**src/hw/rtl/b2n_pkg.sv**
```systemverilog
package b2n_pkg;

  // configuration port
  localparam int CFG_W     = 13;
  localparam int CFG_IDX_W = 2;

  typedef enum logic [CFG_IDX_W-1:0] {
    REG_LINE_WIDTH   = 2'd0,
    REG_FRAME_HEIGHT = 2'd1
  } cfg_reg_t;

  localparam logic [CFG_W-1:0] LINE_WIDTH_RST   = 13'd1920;
  localparam logic [CFG_W-1:0] FRAME_HEIGHT_RST = 13'd1080;

  localparam int MAX_WIDTH_DEF  = 4096;
  localparam int MAX_HEIGHT_DEF = 4096;

  // bt.601 studio range coefficients, 8 fractional bits
  localparam int Y_R   = 66;
  localparam int Y_G   = 129;
  localparam int Y_B   = 25;
  localparam int CB_R  = 38;
  localparam int CB_G  = 74;
  localparam int CB_B  = 112;
  localparam int CR_R  = 112;
  localparam int CR_G  = 94;
  localparam int CR_B  = 18;
  localparam int ROUND = 128;
  localparam int Y_OFS = 16;
  // chroma offset of 128 folded in before the shift
  localparam int C_BIAS = 128 * 256;

  typedef struct packed {
    logic [7:0] blue;
    logic [7:0] green;
    logic [7:0] red;
  } pixel_t;

  typedef struct packed {
    logic [7:0] luma;
    logic       chroma_valid;
    logic [7:0] cb;
    logic [7:0] cr;
    logic       end_of_frame;
  } result_t;

  // two-pixel channel sums of one column pair
  typedef struct packed {
    logic [8:0] blue;
    logic [8:0] green;
    logic [8:0] red;
  } pair_sum_t;

  // per-word info handed from the position tracker to the color pipe
  typedef struct packed {
    pixel_t    pixel;
    pair_sum_t pair_sum;
    logic      chroma;
    logic      eof;
  } front_info_t;

endpackage

```
**src/hw/rtl/b2n_front.sv**
```systemverilog
module b2n_front #(
  parameter int MAX_WIDTH  = b2n_pkg::MAX_WIDTH_DEF,
  parameter int MAX_HEIGHT = b2n_pkg::MAX_HEIGHT_DEF,
  localparam int AW        = $clog2(MAX_WIDTH) - 1
) (
  input  logic                          clk,
  input  logic                          rst_n,
  input  logic                          cfg_we,
  input  logic [b2n_pkg::CFG_IDX_W-1:0] cfg_addr,
  input  logic [b2n_pkg::CFG_W-1:0]     cfg_wdata,
  input  logic                          accept,
  input  b2n_pkg::pixel_t               pixel,
  output b2n_pkg::front_info_t          info,
  output logic                          wr_en,
  output logic                          rd_en,
  output logic [AW-1:0]                 addr
);
  import b2n_pkg::*;

  localparam int CW      = $clog2(MAX_WIDTH);
  localparam int RW      = $clog2(MAX_HEIGHT);
  localparam int W_LIMIT = MAX_WIDTH - (MAX_WIDTH % 2);
  localparam int H_LIMIT = MAX_HEIGHT - (MAX_HEIGHT % 2);

  logic [CFG_W-1:0] line_width_r, frame_height_r;
  logic [CW-1:0]    col_r, col_nxt;
  logic [RW-1:0]    row_r, row_nxt;
  pixel_t           held_r;
  logic [CFG_W-1:0] w_even, h_even;
  logic [CW:0]      w_eff;
  logic [RW:0]      h_eff;
  logic             last_col, last_row;

  always_ff @(posedge clk) begin
    if (!rst_n) begin
      line_width_r   <= LINE_WIDTH_RST;
      frame_height_r <= FRAME_HEIGHT_RST;
    end else if (cfg_we) begin
      unique case (cfg_addr)
        REG_LINE_WIDTH:   line_width_r   <= cfg_wdata;
        REG_FRAME_HEIGHT: frame_height_r <= cfg_wdata;
        default: ;
      endcase
    end
  end

  // even sizes, zero acts as 2, capped at the store limits
  assign w_even = {line_width_r[CFG_W-1:1], 1'b0};
  assign h_even = {frame_height_r[CFG_W-1:1], 1'b0};

  always_comb begin
    if (w_even == '0) begin
      w_eff = (CW+1)'(2);
    end else if (32'(w_even) > W_LIMIT) begin
      w_eff = (CW+1)'(W_LIMIT);
    end else begin
      w_eff = (CW+1)'(w_even);
    end
    if (h_even == '0) begin
      h_eff = (RW+1)'(2);
    end else if (32'(h_even) > H_LIMIT) begin
      h_eff = (RW+1)'(H_LIMIT);
    end else begin
      h_eff = (RW+1)'(h_even);
    end
  end

  assign last_col = ({1'b0, col_r} + (CW+1)'(1)) >= w_eff;
  assign last_row = ({1'b0, row_r} + (RW+1)'(1)) >= h_eff;

  always_comb begin
    col_nxt = col_r + CW'(1);
    row_nxt = row_r;
    if (last_col) begin
      col_nxt = '0;
      row_nxt = last_row ? '0 : row_r + RW'(1);
    end
  end

  always_ff @(posedge clk) begin
    if (!rst_n) begin
      col_r  <= '0;
      row_r  <= '0;
      held_r <= '0;
    end else if (accept) begin
      col_r <= col_nxt;
      row_r <= row_nxt;
      if (!col_r[0]) begin
        held_r <= pixel;
      end
    end
  end

  always_comb begin
    info.pixel          = pixel;
    info.pair_sum.blue  = 9'(pixel.blue)  + 9'(held_r.blue);
    info.pair_sum.green = 9'(pixel.green) + 9'(held_r.green);
    info.pair_sum.red   = 9'(pixel.red)   + 9'(held_r.red);
    info.chroma         = col_r[0] & row_r[0];
    info.eof            = last_col & last_row;
  end

  assign wr_en = accept & col_r[0] & ~row_r[0];
  assign rd_en = accept & col_r[0] & row_r[0];
  assign addr  = col_r[CW-1:1];

  a_eof_wraps: assert property (@(posedge clk) disable iff (!rst_n)
    accept && info.eof |=> col_r == '0 && row_r == '0)
    else $error("counters did not wrap at end of frame");

  a_col_steps: assert property (@(posedge clk) disable iff (!rst_n)
    accept && !last_col |=> col_r == $past(col_r) + CW'(1) && row_r == $past(row_r))
    else $error("column counter did not step");

endmodule

```
**config.mk**
```make
export PLATFORM = sky130hd
export DESIGN_NAME = b2n_front
export DESIGN_NICKNAME = d
export VERILOG_FILES = /design/src/hw/rtl/b2n_pkg.sv /design/src/hw/rtl/b2n_front.sv
export SDC_FILE = /design/constraint.sdc
export NUM_CORES = 1
export LEC_CHECK = 0
export BUFFER_PORTS_ARGS = -buffer_cell sky130_fd_sc_hd__buf_4
export CAP_MARGIN = 10
export CORE_MARGIN = 1.5
export CORE_UTILIZATION = 35
export CTS_BUF_LIST = sky130_fd_sc_hd__clkbuf_4 sky130_fd_sc_hd__clkbuf_8 sky130_fd_sc_hd__clkbuf_16
export DETAILED_ROUTE_END_ITERATION = 8
export PLACE_DENSITY = 0.63
export SLEW_MARGIN = 20
export SYNTH_ARGS = -nofsm -noshare
export SYNTH_HDL_FRONTEND = slang
export SYNTH_SLANG_ARGS = --single-unit
export TNS_END_PERCENT = 1
```
**constraint.sdc**
```tcl
create_clock -name clk -period 4.1 [get_ports clk]
set_input_delay 0.41 -clock clk [delete_from_list [all_inputs] [get_ports clk]]
set_output_delay 0.41 -clock clk [all_outputs]
set_load 0.03 [all_outputs]
```
==> impl_results.md <==
* Count of final hold-check violations at 0
* Total track usage at 0.163
* CTS H-Tree Depth at 3
* Setup ws final at 0.280 ns
* GP Congestion at 0.850
* Tcrit/Tclk final at 0.932
* Leak pwr at 2.73 nW
* Synth Warn # at 0
* Arr. time, crit path at approximately 3.4 ns
* Die area at 14900 µm²
* Total gr overflow at 0
* Max-slew violations at 0
* Share of cells above drive strength 1 at 0.199
* Max stage delay cell, worst path: dfxtp_1
* Hold Slack at 0.302 ns
* Area delta synth->final at 19.0%
* Crit path time final at 3.82 ns
* Post-Syn Nets at 733
* Syn_area_per_cell at 7.80 µm²
* Vias per Instance at between 5 and 6
* Core footprint at 13900 µm²
* Yosys top cell area share at 0.290
* CTS tree: done
* FF+latch count, synth at just over 70
* Clock Latency Late Sink at between 0.3 and 0.4 ns
* Synth Flop Type: dfxtp_1
* Final setup viols at 0
* Fmax at between 200 and 300 MHz
* Die Y at about 120 µm
* First-pass detailed-route iteration total at 5
* Initial antenna violation count at 0
* Commonest non-fill, non-tap cell in the layout: nand2_1
* I/O pin cnt at 109
* Slew @ Worst Pin at about 1.0 ns
* Root buf cell: clkbuf_16
* Unique masters post-synth at 56
* Pwr dens at 325 nW/µm²
* FILL cells at 1398
* Clock skew at approximately 0.0058 ns
* MaxCap Viol Count at 0
* Post-Synthesis Cells at 637
* Global-route wire length before repair at just under 20 mm
* Yosys top cell by area: dfxtp_1
* CP max FO at 13
* Die X at between 100 and 150 µm
* Crit end category: output port
* Crit path launch type: register
* Number of synthesized flops with an enable pin at 0
* Fraction of registers with async set/reset at 0
* Vias in the first global route at 4187
* Crit-path cells: ha_1, and3_1, and2_1, nand2_1, xnor2_1, ha_1, a21o_1, a221o_1, a21oi_1, and2_2, nor2_1, buf_4
* Number of nets in the layout at 791
* Clock slew at reported path FFs at 0.06 ns
* Dpl hpwl at 9.24 mm
* Status: finished clean
* Port Buf Inserts at 107
* VDD IR max at 149 µV
* Crit-path max cell delay at 0.37 ns
* Worst slack at placement at 0.604 ns
* Design area at between 5000 and 6000 µm²
* Num CTS Buffers at 9
* Initial core utilization at 0.358
* Multi-input logic area at between 3000 and 4000 µm²
* Row count at 43
* Setup bufs post-CTS at 0
* Largest net degree at the start of global routing at 55
* Routed Antenna Nets at 0
* Commonest cells after routing, fill and taps aside: 140 x nand2_1, 108 x buf_4, 72 x dfxtp_1, 63 x a21oi_1, 50 x ha_1
* Clk sinks at 72
* WL final at 12.1 mm
* Diodes inserted at 0
* Unrepaired setup endpoints after global routing: false
* Drt drc at 0
* WL per Instance at between 10 and 15 µm
* Hold Path Class: input pin to register
* CP most frequent cell: ha_1
* Sequential area share after synthesis at 0.290
* Synthesized cell area at 4970 µm²
* 1st-iter DRT viols at 248
* DR vias at 4429
* Top area cells in the synthesized netlist: dfxtp_1 29%, ha_1 13%, nand2_1 11%, a21oi_1 6.3%, buf_4 5.4%
* Worst slew margin at 0.315
* Sequential Area at 1440 µm²
* Core Util, Final at 0.426
* Setup_tns at 0 ns
* Clock tree buffer depth at 2
* Crit path kind: register to output port
* WP data required at roughly 3.7 ns
* Area of placed instances at 5640 µm²
where the power goes:
| group | internal (W) | switching (W) |
|---|---|---|
| Sequential | 0.000726 | 0.0000172 |
| Clock | 0.000438 | 0.000278 |
| Combinational | 0.000181 | 0.000282 |
| Total | 0.00134 | 0.000576 |
synth_stat cells (4+ instances only):
| cell | count |
|---|---|
| o21ai_0 | 12 |
| and2_1 | 8 |
| a21boi_0 | 4 |
| ha_1 | 50 |
| nor2b_1 | 11 |
| nand3_2 | 4 |
| a21oi_1 | 63 |
| nor2_1 | 23 |
| xnor2_1 | 27 |
| nand4_1 | 10 |
| inv_1 | 19 |
| nand3_1 | 20 |
| nor4_1 | 4 |
| buf_4 | 36 |
| and3_1 | 10 |
| nand3b_1 | 4 |
| nand2_1 | 140 |
| dfxtp_1 | 72 |
| a21o_1 | 8 |
| xor2_1 | 11 |
| nand2b_1 | 15 |
| o31ai_1 | 5 |
| clkbuf_1 | 21 |
| o21ai_1 | 10 |
state kept, by name, summed over array words and instances (netlist names):
name	cells
held_r	24
col_r	12
frame_height_r	12
line_width_r	12
row_r	12
what timing repair did:
action / in CTS / in global routing
hold buffers: 0 / 0
setup endpoints to repair: 0 / 1
gates resized for setup: 0 / 1
cells by family after synthesis:
logic type,Yosys count,share of synthesized area
XOR/XNOR,38,0.0670
AO/OA/AOI/OAI,124,0.151
adder cells (fa/ha/maj),53,0.138
multiplexers,1,0.00201
AND/OR/NAND/NOR,268,0.262
flip-flops,72,0.290
buffers and inverters,81,0.0901
metal layers:
metal / vias up / global-route usage / routed length, µm
met5: - / 0 / 0
met1: 2028 / 0.204 / 5640
li1: 2254 / - / -
met3: 13 / 0.0332 / 754
met4: 0 / 0.0625 / 200
met2: 134 / 0.274 / 5490
final cells by class:
| cell class | instances | share of cell area |
|---|---|---|
| Inverter | 20 | 0.0127 |
| Sequential cell | 72 | 0.244 |
| Clock inverter | 1 | 0.000846 |
| Clock buffer | 12 | 0.0440 |
| Tap cell | 180 | 0.0381 |
| Timing Repair Buffer | 108 | 0.137 |
| Multi-Input combinational cell | 484 | 0.523 |
worst max-delay path, delay by kind of cell, from the launching register on:
family	cells	cell delay (ns)
AO/OA/AOI/OAI	3	0.74
XOR/XNOR	1	0.23
adder cells (fa/ha/maj)	2	0.53
buffers and inverters	1	0.19
flip-flops	1	0.37
AND/OR/NAND/NOR	5	1.00
final timing paths:
kind	start	to	slack [ns]	cells past startpoint
setup / recovery	col_r[1]	info[0]	0.28	12
setup reg to reg	row_r[0]	row_r[8]	0.97	11
hold / removal	cfg_wdata[10]	line_width_r[10]	0.30	3
hold reg to reg	held_r[3]	held_r[3]	0.46	2
per-stage QoR:
stage,total power [W],cells
after floorplan,0.00107,637
after global placement,0.00121,864
after detailed placement,0.00122,864
after CTS,0.00195,877
after global routing,0.00202,877
final,0.00192,877
No activity file was read; power rests on OpenSTA's default activity.
