`config.mk`:
```
export PLATFORM = sky130hd
export DESIGN_NAME = b2n_color
export DESIGN_NICKNAME = d
export VERILOG_FILES = /design/src/hw/rtl/b2n_pkg.sv /design/src/hw/rtl/b2n_color.sv
export SDC_FILE = /design/constraint.sdc
export NUM_CORES = 1
export LEC_CHECK = 0
export BUFFER_PORTS_ARGS = -buffer_cell sky130_fd_sc_hd__buf_2
export CAP_MARGIN = 10
export CORE_MARGIN = 3
export CORE_UTILIZATION = 60
export DETAILED_ROUTE_END_ITERATION = 8
export GPL_TIMING_DRIVEN = 0
export PLACE_DENSITY_LB_ADDON = 0.08
export REMOVE_ABC_BUFFERS = 1
export SYNTH_ARGS = -nofsm -noshare
export SYNTH_HDL_FRONTEND = slang
export SYNTH_SLANG_ARGS = --single-unit
export TNS_END_PERCENT = 30
```
`constraint.sdc`:
```
create_clock -name clk -period 20.3 [get_ports clk]
set_input_delay 2.03 -clock clk [delete_from_list [all_inputs] [get_ports clk]]
set_output_delay 2.03 -clock clk [all_outputs]
set_load 0.03 [all_outputs]
```
`src/hw/rtl/b2n_pkg.sv`:
```
package b2n_pkg;

  // configuration port
  localparam int CFG_W     = 13;
  localparam int CFG_IDX_W = 2;

  typedef enum logic [CFG_IDX_W-1:0] {
    REG_LINE_WIDTH   = 2'd0,
    REG_FRAME_HEIGHT = 2'd1
  } cfg_reg_t;

  localparam logic [CFG_W-1:0] LINE_WIDTH_RST   = 13'd1920;
  localparam logic [CFG_W-1:0] FRAME_HEIGHT_RST = 13'd1080;

  localparam int MAX_WIDTH_DEF  = 4096;
  localparam int MAX_HEIGHT_DEF = 4096;

  // bt.601 studio range coefficients, 8 fractional bits
  localparam int Y_R   = 66;
  localparam int Y_G   = 129;
  localparam int Y_B   = 25;
  localparam int CB_R  = 38;
  localparam int CB_G  = 74;
  localparam int CB_B  = 112;
  localparam int CR_R  = 112;
  localparam int CR_G  = 94;
  localparam int CR_B  = 18;
  localparam int ROUND = 128;
  localparam int Y_OFS = 16;
  // chroma offset of 128 folded in before the shift
  localparam int C_BIAS = 128 * 256;

  typedef struct packed {
    logic [7:0] blue;
    logic [7:0] green;
    logic [7:0] red;
  } pixel_t;

  typedef struct packed {
    logic [7:0] luma;
    logic       chroma_valid;
    logic [7:0] cb;
    logic [7:0] cr;
    logic       end_of_frame;
  } result_t;

  // two-pixel channel sums of one column pair
  typedef struct packed {
    logic [8:0] blue;
    logic [8:0] green;
    logic [8:0] red;
  } pair_sum_t;

  // per-word info handed from the position tracker to the color pipe
  typedef struct packed {
    pixel_t    pixel;
    pair_sum_t pair_sum;
    logic      chroma;
    logic      eof;
  } front_info_t;

endpackage

```
`src/hw/rtl/b2n_color.sv`:
```
module b2n_color (
  input  logic                 clk,
  input  logic                 rst_n,
  input  logic                 in_valid,
  output logic                 in_ready,
  input  b2n_pkg::front_info_t info,
  input  b2n_pkg::pair_sum_t   line_entry,
  output logic                 out_valid,
  input  logic                 out_ready,
  output b2n_pkg::result_t     out_data
);
  import b2n_pkg::*;

  logic        s1_valid_r, s2_valid_r, out_valid_r;
  front_info_t s1_info_r;
  logic [7:0]  s2_luma_r;
  pixel_t      s2_avg_r;
  logic        s2_chroma_r, s2_eof_r;
  result_t     out_data_r;

  logic        out_free, s2_free, s1_free;
  logic [16:0] y_sum;
  logic [8:0]  y_ofs;
  logic [9:0]  tot_b, tot_g, tot_r;
  logic [16:0] cb_sum, cr_sum;
  logic [7:0]  cb_val, cr_val;

  assign out_free = !out_valid_r || out_ready;
  assign s2_free  = !s2_valid_r || out_free;
  assign s1_free  = !s1_valid_r || s2_free;
  assign in_ready = s1_free;

  // stage 1: word plus line entry read
  always_ff @(posedge clk) begin
    if (!rst_n) begin
      s1_valid_r <= 1'b0;
    end else if (s1_free) begin
      s1_valid_r <= in_valid;
    end
  end

  always_ff @(posedge clk) begin
    if (s1_free && in_valid) begin
      s1_info_r <= info;
    end
  end

  // stage 2: luma and the four-pixel averages
  always_comb begin
    y_sum = 17'(s1_info_r.pixel.red) * 17'(Y_R) + 17'(s1_info_r.pixel.green) * 17'(Y_G)
          + 17'(s1_info_r.pixel.blue) * 17'(Y_B) + 17'(ROUND);
    y_ofs = y_sum[16:8] + 9'(Y_OFS);
    tot_b = 10'(s1_info_r.pair_sum.blue)  + 10'(line_entry.blue);
    tot_g = 10'(s1_info_r.pair_sum.green) + 10'(line_entry.green);
    tot_r = 10'(s1_info_r.pair_sum.red)   + 10'(line_entry.red);
  end

  always_ff @(posedge clk) begin
    if (!rst_n) begin
      s2_valid_r <= 1'b0;
    end else if (s2_free) begin
      s2_valid_r <= s1_valid_r;
    end
  end

  always_ff @(posedge clk) begin
    if (s2_free && s1_valid_r) begin
      s2_luma_r      <= (y_ofs > 9'd255) ? 8'hFF : y_ofs[7:0];
      s2_avg_r.blue  <= tot_b[9:2];
      s2_avg_r.green <= tot_g[9:2];
      s2_avg_r.red   <= tot_r[9:2];
      s2_chroma_r    <= s1_info_r.chroma;
      s2_eof_r       <= s1_info_r.eof;
    end
  end

  // stage 3: chroma; with the offset added first the sums stay positive
  always_comb begin
    cb_sum = 17'(s2_avg_r.blue) * 17'(CB_B) + 17'(C_BIAS + ROUND)
           - 17'(s2_avg_r.red) * 17'(CB_R) - 17'(s2_avg_r.green) * 17'(CB_G);
    cr_sum = 17'(s2_avg_r.red) * 17'(CR_R) + 17'(C_BIAS + ROUND)
           - 17'(s2_avg_r.green) * 17'(CR_G) - 17'(s2_avg_r.blue) * 17'(CR_B);
    cb_val = cb_sum[16] ? 8'hFF : cb_sum[15:8];
    cr_val = cr_sum[16] ? 8'hFF : cr_sum[15:8];
  end

  always_ff @(posedge clk) begin
    if (!rst_n) begin
      out_valid_r <= 1'b0;
    end else if (out_free) begin
      out_valid_r <= s2_valid_r;
    end
  end

  always_ff @(posedge clk) begin
    if (out_free && s2_valid_r) begin
      out_data_r.luma         <= s2_luma_r;
      out_data_r.chroma_valid <= s2_chroma_r;
      out_data_r.cb           <= s2_chroma_r ? cb_val : 8'd0;
      out_data_r.cr           <= s2_chroma_r ? cr_val : 8'd0;
      out_data_r.end_of_frame <= s2_eof_r;
    end
  end

  assign out_valid = out_valid_r;
  assign out_data  = out_data_r;

  a_luma_range: assert property (@(posedge clk) disable iff (!rst_n)
    out_valid |-> out_data.luma >= 8'd16 && out_data.luma <= 8'd235)
    else $error("luma outside studio range");

  a_chroma_range: assert property (@(posedge clk) disable iff (!rst_n)
    out_valid && out_data.chroma_valid |->
      out_data.cb >= 8'd16 && out_data.cb <= 8'd240 &&
      out_data.cr >= 8'd16 && out_data.cr <= 8'd240)
    else $error("chroma outside studio range");

  a_chroma_idle_zero: assert property (@(posedge clk) disable iff (!rst_n)
    out_valid && !out_data.chroma_valid |-> out_data.cb == 8'd0 && out_data.cr == 8'd0)
    else $error("chroma not cleared without a completed block");

endmodule

```
==> results of run 1 <==
==> final timing paths <==
check | depth (start not counted) | endpoint | slack, ns | start
worst max-delay path | 26 | s2_luma_r[4] | 13.22 | s1_info_r[36]
worst min-delay path | 0 | out_data[18] | 0.42 | s2_luma_r[0]
worst max register to register | 26 | s2_luma_r[4] | 13.22 | s1_info_r[36]
worst min register to register | 0 | out_data[18] | 0.42 | s2_luma_r[0]
==> flip-flops by register name, summed over array words and instances, names as in the netlist <==
register / count
s1_info_r: 53
s2_avg_r: 24
s2_valid_r: 1
s2_luma_r: 8
out_data: 26
s2_eof_r: 1
out_valid: 1
s2_chroma_r: 1
s1_valid_r: 1
==> stage by stage <==
stage                     setup slack, ns  area [µm²]
after global placement              13.38       12700
after floorplan                     13.74       11800
after CTS                           13.23       13400
after global routing                12.87       13400
after detailed placement            13.29       12800
final                               13.22       13400
==> cells in the mapped netlist (3+ instances only) <==
cell         n  share of area [%]
o21a_1      19                1.2
o21bai_1    23                1.5
o21ai_0     18               0.76
nor3_1      10               0.42
o211ai_1     3               0.19
nand3b_1     3               0.19
a21boi_0     6               0.38
fa_1        87                 15
nor2_1      35                1.1
a21o_1      22                1.4
edfxtp_1   113                 29
a211oi_1     5               0.32
xor2_1      25                1.9
nor2b_1      8               0.42
inv_1      212                6.7
nand2b_1    14               0.74
nand2_1     25               0.79
nand3_1      5               0.21
o2111ai_1    3               0.22
ha_1       255                 27
dfxtp_1      3               0.51
xnor2_1     56                4.1
a21oi_1     59                2.5
a31oi_1      5               0.26
nand4_1      4               0.21
==> worst reg2reg max path: cells and delay by family (launching register included) <==
| family | cells | cell delay, ns |
|---|---|---|
| xor+xnor | 2 | 0.24 |
| simple gates | 4 | 0.58 |
| fa+ha+maj | 10 | 4.10 |
| buf+inv | 4 | 0.23 |
| compound gates | 6 | 1.23 |
| flops | 1 | 0.47 |
==> cell type report <==
cell class / instances / area [µm²]
clock buffers: 17 / 425
well taps: 260 / 325
multi-input cells: 731 / 7580
flip-flops and latches: 116 / 3450
clock inverters: 15 / 159
repair buffers: 114 / 611
fillers: 1426 / 5670
inverters: 212 / 796
==> kinds of logic after synthesis <==
family,Yosys count,share of synthesized area (%)
adders and majority gates,342,41.7
buffers and inverters,215,6.97
AOI/OAI and AO/OA,187,10.8
and+or+nand+nor,120,5.26
DFF,116,29.2
xor gates and xnor gates,82,6.13
==> per-layer routing <==
metal  global-route usage, %  share of wire (%)
met1                    31.3                 49
met2                    35.5                 46
met3                    3.54                3.9
met4                    5.03                1.3
met5                       0                  0
==> results.md, run 1 <==
* Status: completed
* Detailed placement HPWL at about 18000 µm
* Setup Buffers After CTS at 0
* Largest net degree at the start of global routing at 32
* Final WL at about 22000 µm
* Synthesized area per cell at roughly 11 µm²
* Initial Utilization at 62.2%
* Total track usage at between 20 and 25%
* Slowest-stage cell, CP: fa_1
* Mapped Area at ~12000 µm²
* Area Overhead vs Synth at 12.8%
* CTS tree: built
* Root buffer cell: clkbuf_16
* Leading cell type in the layout, fill and taps excluded: ha_1
* Final Critical Period at 7.08 ns
* CTS Buffer Depth at 2
* FMAX at about 140 MHz
* Most frequent cells in the layout: ha_1 (255), inv_1 (212), edfxtp_1 (113)
* Antenna-violating nets left at 0
* Sequential element share of the synthesized area at between 20 and 30%
* Async set or reset register ratio after synthesis at 0%
* Final core occ at between 70% and 80%
* Row count at 50
* Max-slew violations at 0
* RSZ-0062 raised after global routing: no
* Clock skew at ~0.016 ns
* Routed vias/inst at between 5 and 6
* Required time of the worst setup path at between 20 and 25 ns
* Post-CTS Resized at 0
* Rel. slew slack at approximately 42%
* Final setup fails at 0
* Crit Path Class: flip-flop to flip-flop
* First-pass GRT wire length at between 30000 and 40000 µm
* Chip width at around 150 µm
* H-tree Lvls at 4
* GP Congestion at around 0.87
* Core area at 19000 µm²
* HP Class: flip-flop to flip-flop
* Per-cell routed wire length at approximately 15 µm
* Die Area at between 20000 and 25000 µm²
* Clock-pin slew on the worst setup and hold paths at around 0.06 ns
* CP Launch Type: flip-flop
* Dpl cells at 1433
* Layout cell share with drive strength beyond 1 at between 10% and 20%
* Clock Latency Late Sink at ~0.42 ns
* Cts hold-fix bufs at 0
* Total gr overflow at 0
* Final hold slack at between 0.4 and 0.5 ns
* Mapped Cells at roughly 1100
* CP arrival at 7.25 ns
* EDFF count, synth at about 110
* Max-Cap Viols at 0
* Initial antenna violation count at 1
* Drt first pass iters at 4
* Worst Max-Slew Pin Slew at 0.863 ns
* DR vias at around 7800
* I/O pins at about 110
* Drt drc at 0
* Crit. End Element: flip-flop
* CP peak stage delay at roughly 0.56 ns
* Post-Layout Cell Count at 1465
* Synth unique cells at between 60 and 70
* DRT iter0 DRCs at roughly 290
* Vias in the first global route at ~8100
* Delay-heaviest family, CP: adder cells
* Crit path max fanout at 8
* # nets final at about 1600
* Most used DFF post-synth: edfxtp_1
* Sink Count at between 100 and 150
* Buf/Inv on CP at 4
* Final worst-path cycle share at 34.9%
* Setup TNS at 0 ns
* PortBufs at roughly 110
* Cts bufs inserted at 17
* Seq cells post-synth at 116
* Yosys warns at 0
* Die Span Y at between 100 and 150 µm
* Final Hold Vio Count at 0
* Antenna diodes at 0
Power of run 1 is not shown: default switching activity piles up to over one toggle a cycle in this logic, so the estimate is an artifact.
==> inputs of run 2 (changes only) <==
--- a/config.mk
+++ b/config.mk
@@ -5,6 +5,7 @@
 export SDC_FILE = /design/constraint.sdc
 export NUM_CORES = 1
 export LEC_CHECK = 0
+export ABC_AREA = 1
 export BUFFER_PORTS_ARGS = -buffer_cell sky130_fd_sc_hd__buf_2
 export CAP_MARGIN = 10
 export CORE_MARGIN = 3
==> constraint.sdc (replaced) <==
create_clock -name clk -period 7.4 [get_ports clk]
set_input_delay 0.74 -clock clk [delete_from_list [all_inputs] [get_ports clk]]
set_output_delay 0.74 -clock clk [all_outputs]
set_load 0.03 [all_outputs]
==> results.md, run 2 <==
* Cts bufs inserted at 17
* Top reg by flops: s1_info_r
* Core area at 20400 µm²
* Mapped Area at about 13000 µm²
* Final WL at 24200 µm
* RSZ-0062 raised after global routing: no
* Synth top area cells: edfxtp_1 (27%), ha_1 (25%), fa_1 (14%)
* Rel. slew slack at between 60% and 70%
* Max-Cap Viols at 0
* H-tree Lvls at 4
* Yosys top cell by area: edfxtp_1
* Leading cell type in the layout, fill and taps excluded: inv_1
* DR vias at 9093
* Area Overhead vs Synth at 12.2%
* Multiplexer share of the synthesized area at 0%
* Clock skew at 0.0128 ns
* Antenna diodes at 0
* Vias in the first global route at between 9000 and 10000
* FMAX at around 160 MHz
* HP Start: s2_luma_r[0]
* Setup Buffers After CTS at 0
* Crit. End Element: flip-flop
* Total track usage at 23.0%
* Status: completed
* Clock Latency Late Sink at between 0.4 and 0.5 ns
* Top Registers: s1_info_r: 53 flops, out_data: 26 flops, s2_avg_r: 24 flops
* Drt drc at 0
* Seq cells post-synth at around 120
* DRT iter0 DRCs at between 300 and 400
* Worst Max-Slew Pin Slew at 0.573 ns
* Layout fillers at 1683
* Drt first pass iters at 5
* R2r startpoint: s1_info_r[36]
* Final worst-path cycle share at just under 90%
* # nets final at 1909
* Synthesized area per cell at a little over 9 µm²
* Chip width at around 150 µm
* Row count at 52
* Routed vias/inst at roughly 5.2
* Die Span Y at about 150 µm
* Layout cell share with drive strength beyond 1 at 10.6%
* Sink Count at approximately 120
* Final Critical Period at between 6 and 7 ns
* Most used DFF post-synth: edfxtp_1
* Simple-Gate Fraction of Synth Area at approximately an eighth
* CTS Buffer Depth at 2
* Top-count cell post-synth: inv_1
* Crit Path Class: flip-flop to flip-flop
* Initial Utilization at around three fifths
* CTS tree: built
* GP Congestion at roughly 0.91
* Largest family of logic cells by synthesized area: adder cells
* Mapped Cells at between 1000 and 1500
* Max-slew violations at 0
* Min-Delay Endpoint: out_data[18]
* Max reg flops at 53
* Final setup fails at 0
* First-pass GRT wire length at about 41000 µm
* XOR/XNOR Fraction of Synth Area at 5.02%
* Synth unique cells at 34
* Total gr overflow at 0
* PortBufs at approximately 110
* Required time of the worst setup path at between 7 and 8 ns
* Setup TNS at 0 ns
* Synth top area share at between 20% and 30%
* Post-CTS Resized at 0
* I/O pins at between 100 and 150
* Crit path launch: s1_info_r[36]
* Final Hold Vio Count at 0
* Cts hold-fix bufs at 0
* Detailed placement HPWL at between 20000 and 25000 µm
* Placement Cell Area at ~14000 µm²
* Die Area at roughly 23000 µm²
* CP arrival at ~6.7 ns
* Async set or reset register ratio after synthesis at 0%
* Antenna-violating nets left at 0
* Slowest-stage cell, CP: fa_1
* Initial antenna violation count at 0
* Root buffer cell: clkbuf_16
* Synth top cells by count: inv_1 (294), ha_1 (256), nand2_1 (229)
* Synth Area in Compound Gates at under 10%
* Reg2reg end: s2_luma_r[2]
* Fin area at about 14000 µm²
* R2R Setup Slk at 0.99 ns
* CP Launch Type: flip-flop
* Final hold slack at roughly 0.42 ns
* Crit path max fanout at 5
* Per-cell routed wire length at between 10 and 15 µm
* Most frequent cells in the layout: inv_1 (293), ha_1 (256), nand2_1 (229)
* Synth Area in Adders at approximately two fifths
* Sequential element share of the synthesized area at ~27%
* WHS Path Cells at 0
* Clock-pin slew on the worst setup and hold paths at 0.06 ns
* Reg2Reg Depth at 28
* HP Class: flip-flop to flip-flop
* EDFF count, synth at 113
* CP peak stage delay at 0.52 ns
* Yosys warns at 0
* Largest net degree at the start of global routing at 38
-- run 2: cell count changes in the layout (fill, tap and decap cells not counted), moves of 22 or more --
cell / delta
nand2_1: +204
inv_1: +81
nand3_1: +48
a21oi_1: +34
xnor2_1: -31
xor2_1: +22
-- run 2: per-layer routing --
layer,up-vias,wire length [µm],track usage (%),share of wire (%)
li1,4697,-,-,-
met1,4165,11700,31.9,48
met2,188,10900,37.7,45
met3,43,1050,3.40,4.3
met4,0,599,7.30,2.5
met5,-,0,0,0
-- run 2: kinds of logic after synthesis --
| kind of cell | Yosys count |
|---|---|
| AO/OA/AOI/OAI | 164 |
| flip-flops | 116 |
| adder cells (fa/ha/maj) | 343 |
| AND/OR/NAND/NOR | 360 |
| buffers and inverters | 295 |
| XOR/XNOR | 72 |
-- run 2: area by class of cell --
type                            instances  area (µm²)  area share [%]
Clock buffer                           18         429            3.04
Inverter                              294        1100            7.83
Tap cell                              270         338            2.40
Multi-Input combinational cell        939        8010            56.8
Sequential cell                       116        3450            24.5
Timing Repair Buffer                  114         611            4.33
Clock inverter                         14         155            1.10
-- run 2: metrics by stage --
| stage | utilization [%] | setup WS, ns | instances |
|---|---|---|---|
| floorplan | - | 1.50 | 1349 |
| global placement | 65.9 | 1.10 | 1730 |
| detailed placement | 66.1 | 0.983 | 1733 |
| CTS | 69.0 | 0.963 | 1765 |
| global route | 69.0 | 0.538 | 1765 |
| finish | 69.0 | 0.987 | 1765 |
-- run 2: worst max path at each step --
stage / slack, ns / to
2_1_floorplan: 1.50 / s2_luma_r[5]
3_5_place_dp: 0.98 / s2_luma_r[2]
5_1_grt: 0.54 / s2_luma_r[5]
3_3_place_gp: 1.10 / s2_luma_r[5]
4_1_cts: 0.96 / s2_luma_r[2]
6_report: 0.99 / s2_luma_r[2]
-- run 2: worst max-delay path: cells and delay by family, from the launching register on --
kind            cells  cell delay (ns)
compound gates      2             0.33
fa+ha+maj          10             4.11
buf+inv             5             0.24
flops               1             0.46
simple gates       11             1.12
Power of run 2 is left out for the same reason.
==> inputs of run 3 (changes only) <==
--- a/config.mk
+++ b/config.mk
@@ -12,7 +12,7 @@
 export CORE_UTILIZATION = 60
 export DETAILED_ROUTE_END_ITERATION = 8
 export GPL_TIMING_DRIVEN = 0
-export PLACE_DENSITY_LB_ADDON = 0.08
+export PLACE_DENSITY_LB_ADDON = 0.15
 export REMOVE_ABC_BUFFERS = 1
 export SYNTH_ARGS = -nofsm -noshare
 export SYNTH_HDL_FRONTEND = slang
==> results.md, run 3 (same netlist as run 2, synthesis figures left out) <==
* Most frequent cells in the layout: inv_1 (293), ha_1 (256), nand2_1 (229)
* Per-cell routed wire length at ~14 µm
* Clock Latency Late Sink at around 0.42 ns
* CTS Buffer Depth at 2
* Final Critical Period at roughly 6.3 ns
* Drt first pass iters at 5
* Crit Path Class: flip-flop to flip-flop
* Total gr overflow at 0
* Row count at 52
* Final setup fails at 0
* Cts bufs inserted at 17
* Top reg by flops: s1_info_r
* Sink Count at between 100 and 150
* Die Span Y at 151 µm
* Vias in the first global route at between 8000 and 9000
* Status: completed
* Sequential Area at between 3000 and 4000 µm²
* CP Launch Type: flip-flop
* Delay-heaviest family, CP: adder cells
* Max-slew violations at 0
* Max-Cap Viols at 0
* Multi-input gate area in the final layout at ~8000 µm²
* Area Overhead vs Synth at 12.2%
* Top Registers: s1_info_r: 53 flops, out_data: 26 flops, s2_avg_r: 24 flops
* Initial Utilization at 61.5%
* Chip width at about 150 µm
* RSZ-0062 raised after global routing: no
* Leading cell type in the layout, fill and taps excluded: inv_1
* H-tree Lvls at 4
* Setup TNS at 0 ns
* Clock skew at 0.0131 ns
* Largest net degree at the start of global routing at between 40 and 50
* Routed vias/inst at 5.16
* Detailed placement HPWL at 20700 µm
* Final WL at around 25000 µm
* Final worst-path cycle share at between 80 and 90%
* Buf/Inv on CP at 6
* Clock-pin slew on the worst setup and hold paths at ~0.05 ns
* Total track usage at ~23%
* Highest routed layer: met4
* Crit path max fanout at 5
* Die Area at approximately 23000 µm²
* I/O pins at between 100 and 150
* Routed length on met3 at a little under 1000 µm
* Antenna diodes at 0
* PortBufs at ~110
* Core area at between 20000 and 25000 µm²
* Final Hold Vio Count at 0
* Root buffer cell: clkbuf_16
* First-pass GRT wire length at roughly 41000 µm
* Layout cell share with drive strength beyond 1 at 10.6%
* Slowest-stage cell, CP: fa_1
* Max reg flops at 53
* HP Class: flip-flop to flip-flop
* Layout fillers at about 1600
* Required time of the worst setup path at approximately 7.7 ns
* Antenna-violating nets left at 0
* Worst Max-Slew Pin Slew at a little under 0.7 ns
* CTS tree: built
* Rel. slew slack at 55.0%
* M1 WL at roughly 12000 µm
* CP arrival at approximately 6.6 ns
* Cts hold-fix bufs at 0
* GP Congestion at 0.944
* Worst path most repeated cell: inv_1
* Drt drc at 0
* FMAX at between 150 and 200 MHz
* DRT iter0 DRCs at approximately 420
* CP peak stage delay at roughly 0.53 ns
* # nets final at approximately 1900
* Post-CTS Resized at 0
* DR vias at around 9100
* Met2 wire length at between 10000 and 15000 µm
* Initial antenna violation count at 0
* Crit. End Element: flip-flop
* Setup Buffers After CTS at 0
## run 3: cell count changes in the layout (fill, tap and decap cells not counted), sizes merged
cell,before,now
clkinv,8,5
inv,296,299
clkbuf,18,19
clkinvlp,2,1
## run 3: final timing paths
check	slack, ns	cells past startpoint	to	startpoint
setup / recovery	1.05	29	s2_luma_r[5]	s1_info_r[36]
hold reg to reg	0.42	0	out_data[20]	s2_luma_r[2]
setup reg to reg	1.05	29	s2_luma_r[5]	s1_info_r[36]
hold / removal	0.42	0	out_data[20]	s2_luma_r[2]
## run 3: layout make-up
type	count	share of cell area, %
Clock buffer	19	3.14
Timing Repair Buffer	114	4.33
Clock inverter	13	1.05
Multi-Input combinational cell	939	56.8
Inverter	294	7.82
Tap cell	270	2.40
Sequential cell	116	24.5
## run 3: stage by stage
stage / util (%) / cells / cell area (µm²) / setup WS, ns / hold slack (ns)
2_1_floorplan: - / 1349 / 12600 / 1.50 / 0.400
6_report: 69.0 / 1765 / 14100 / 1.05 / 0.416
5_1_grt: 69.0 / 1765 / 14100 / 0.625 / 0.423
3_5_place_dp: 66.1 / 1733 / 13500 / 1.07 / 0.405
3_3_place_gp: 65.9 / 1730 / 13500 / 1.10 / 0.401
4_1_cts: 69.0 / 1765 / 14100 / 1.06 / 0.417
## run 3: layer usage
layer	up-vias	global-route usage [%]
met3	32	3.85
met5	-	0
met2	178	38.8
met4	0	5.71
li1	4697	-
met1	4205	31.2
## run 3: worst reg2reg max path: cells and delay by family, from the launching register on
family                   cells  cell delay, ns
adder cells (fa/ha/maj)     10            4.09
AND/OR/NAND/NOR             13            1.32
flip-flops                   1            0.45
buffers and inverters        6            0.32
Power of run 3 is left out for the same reason.
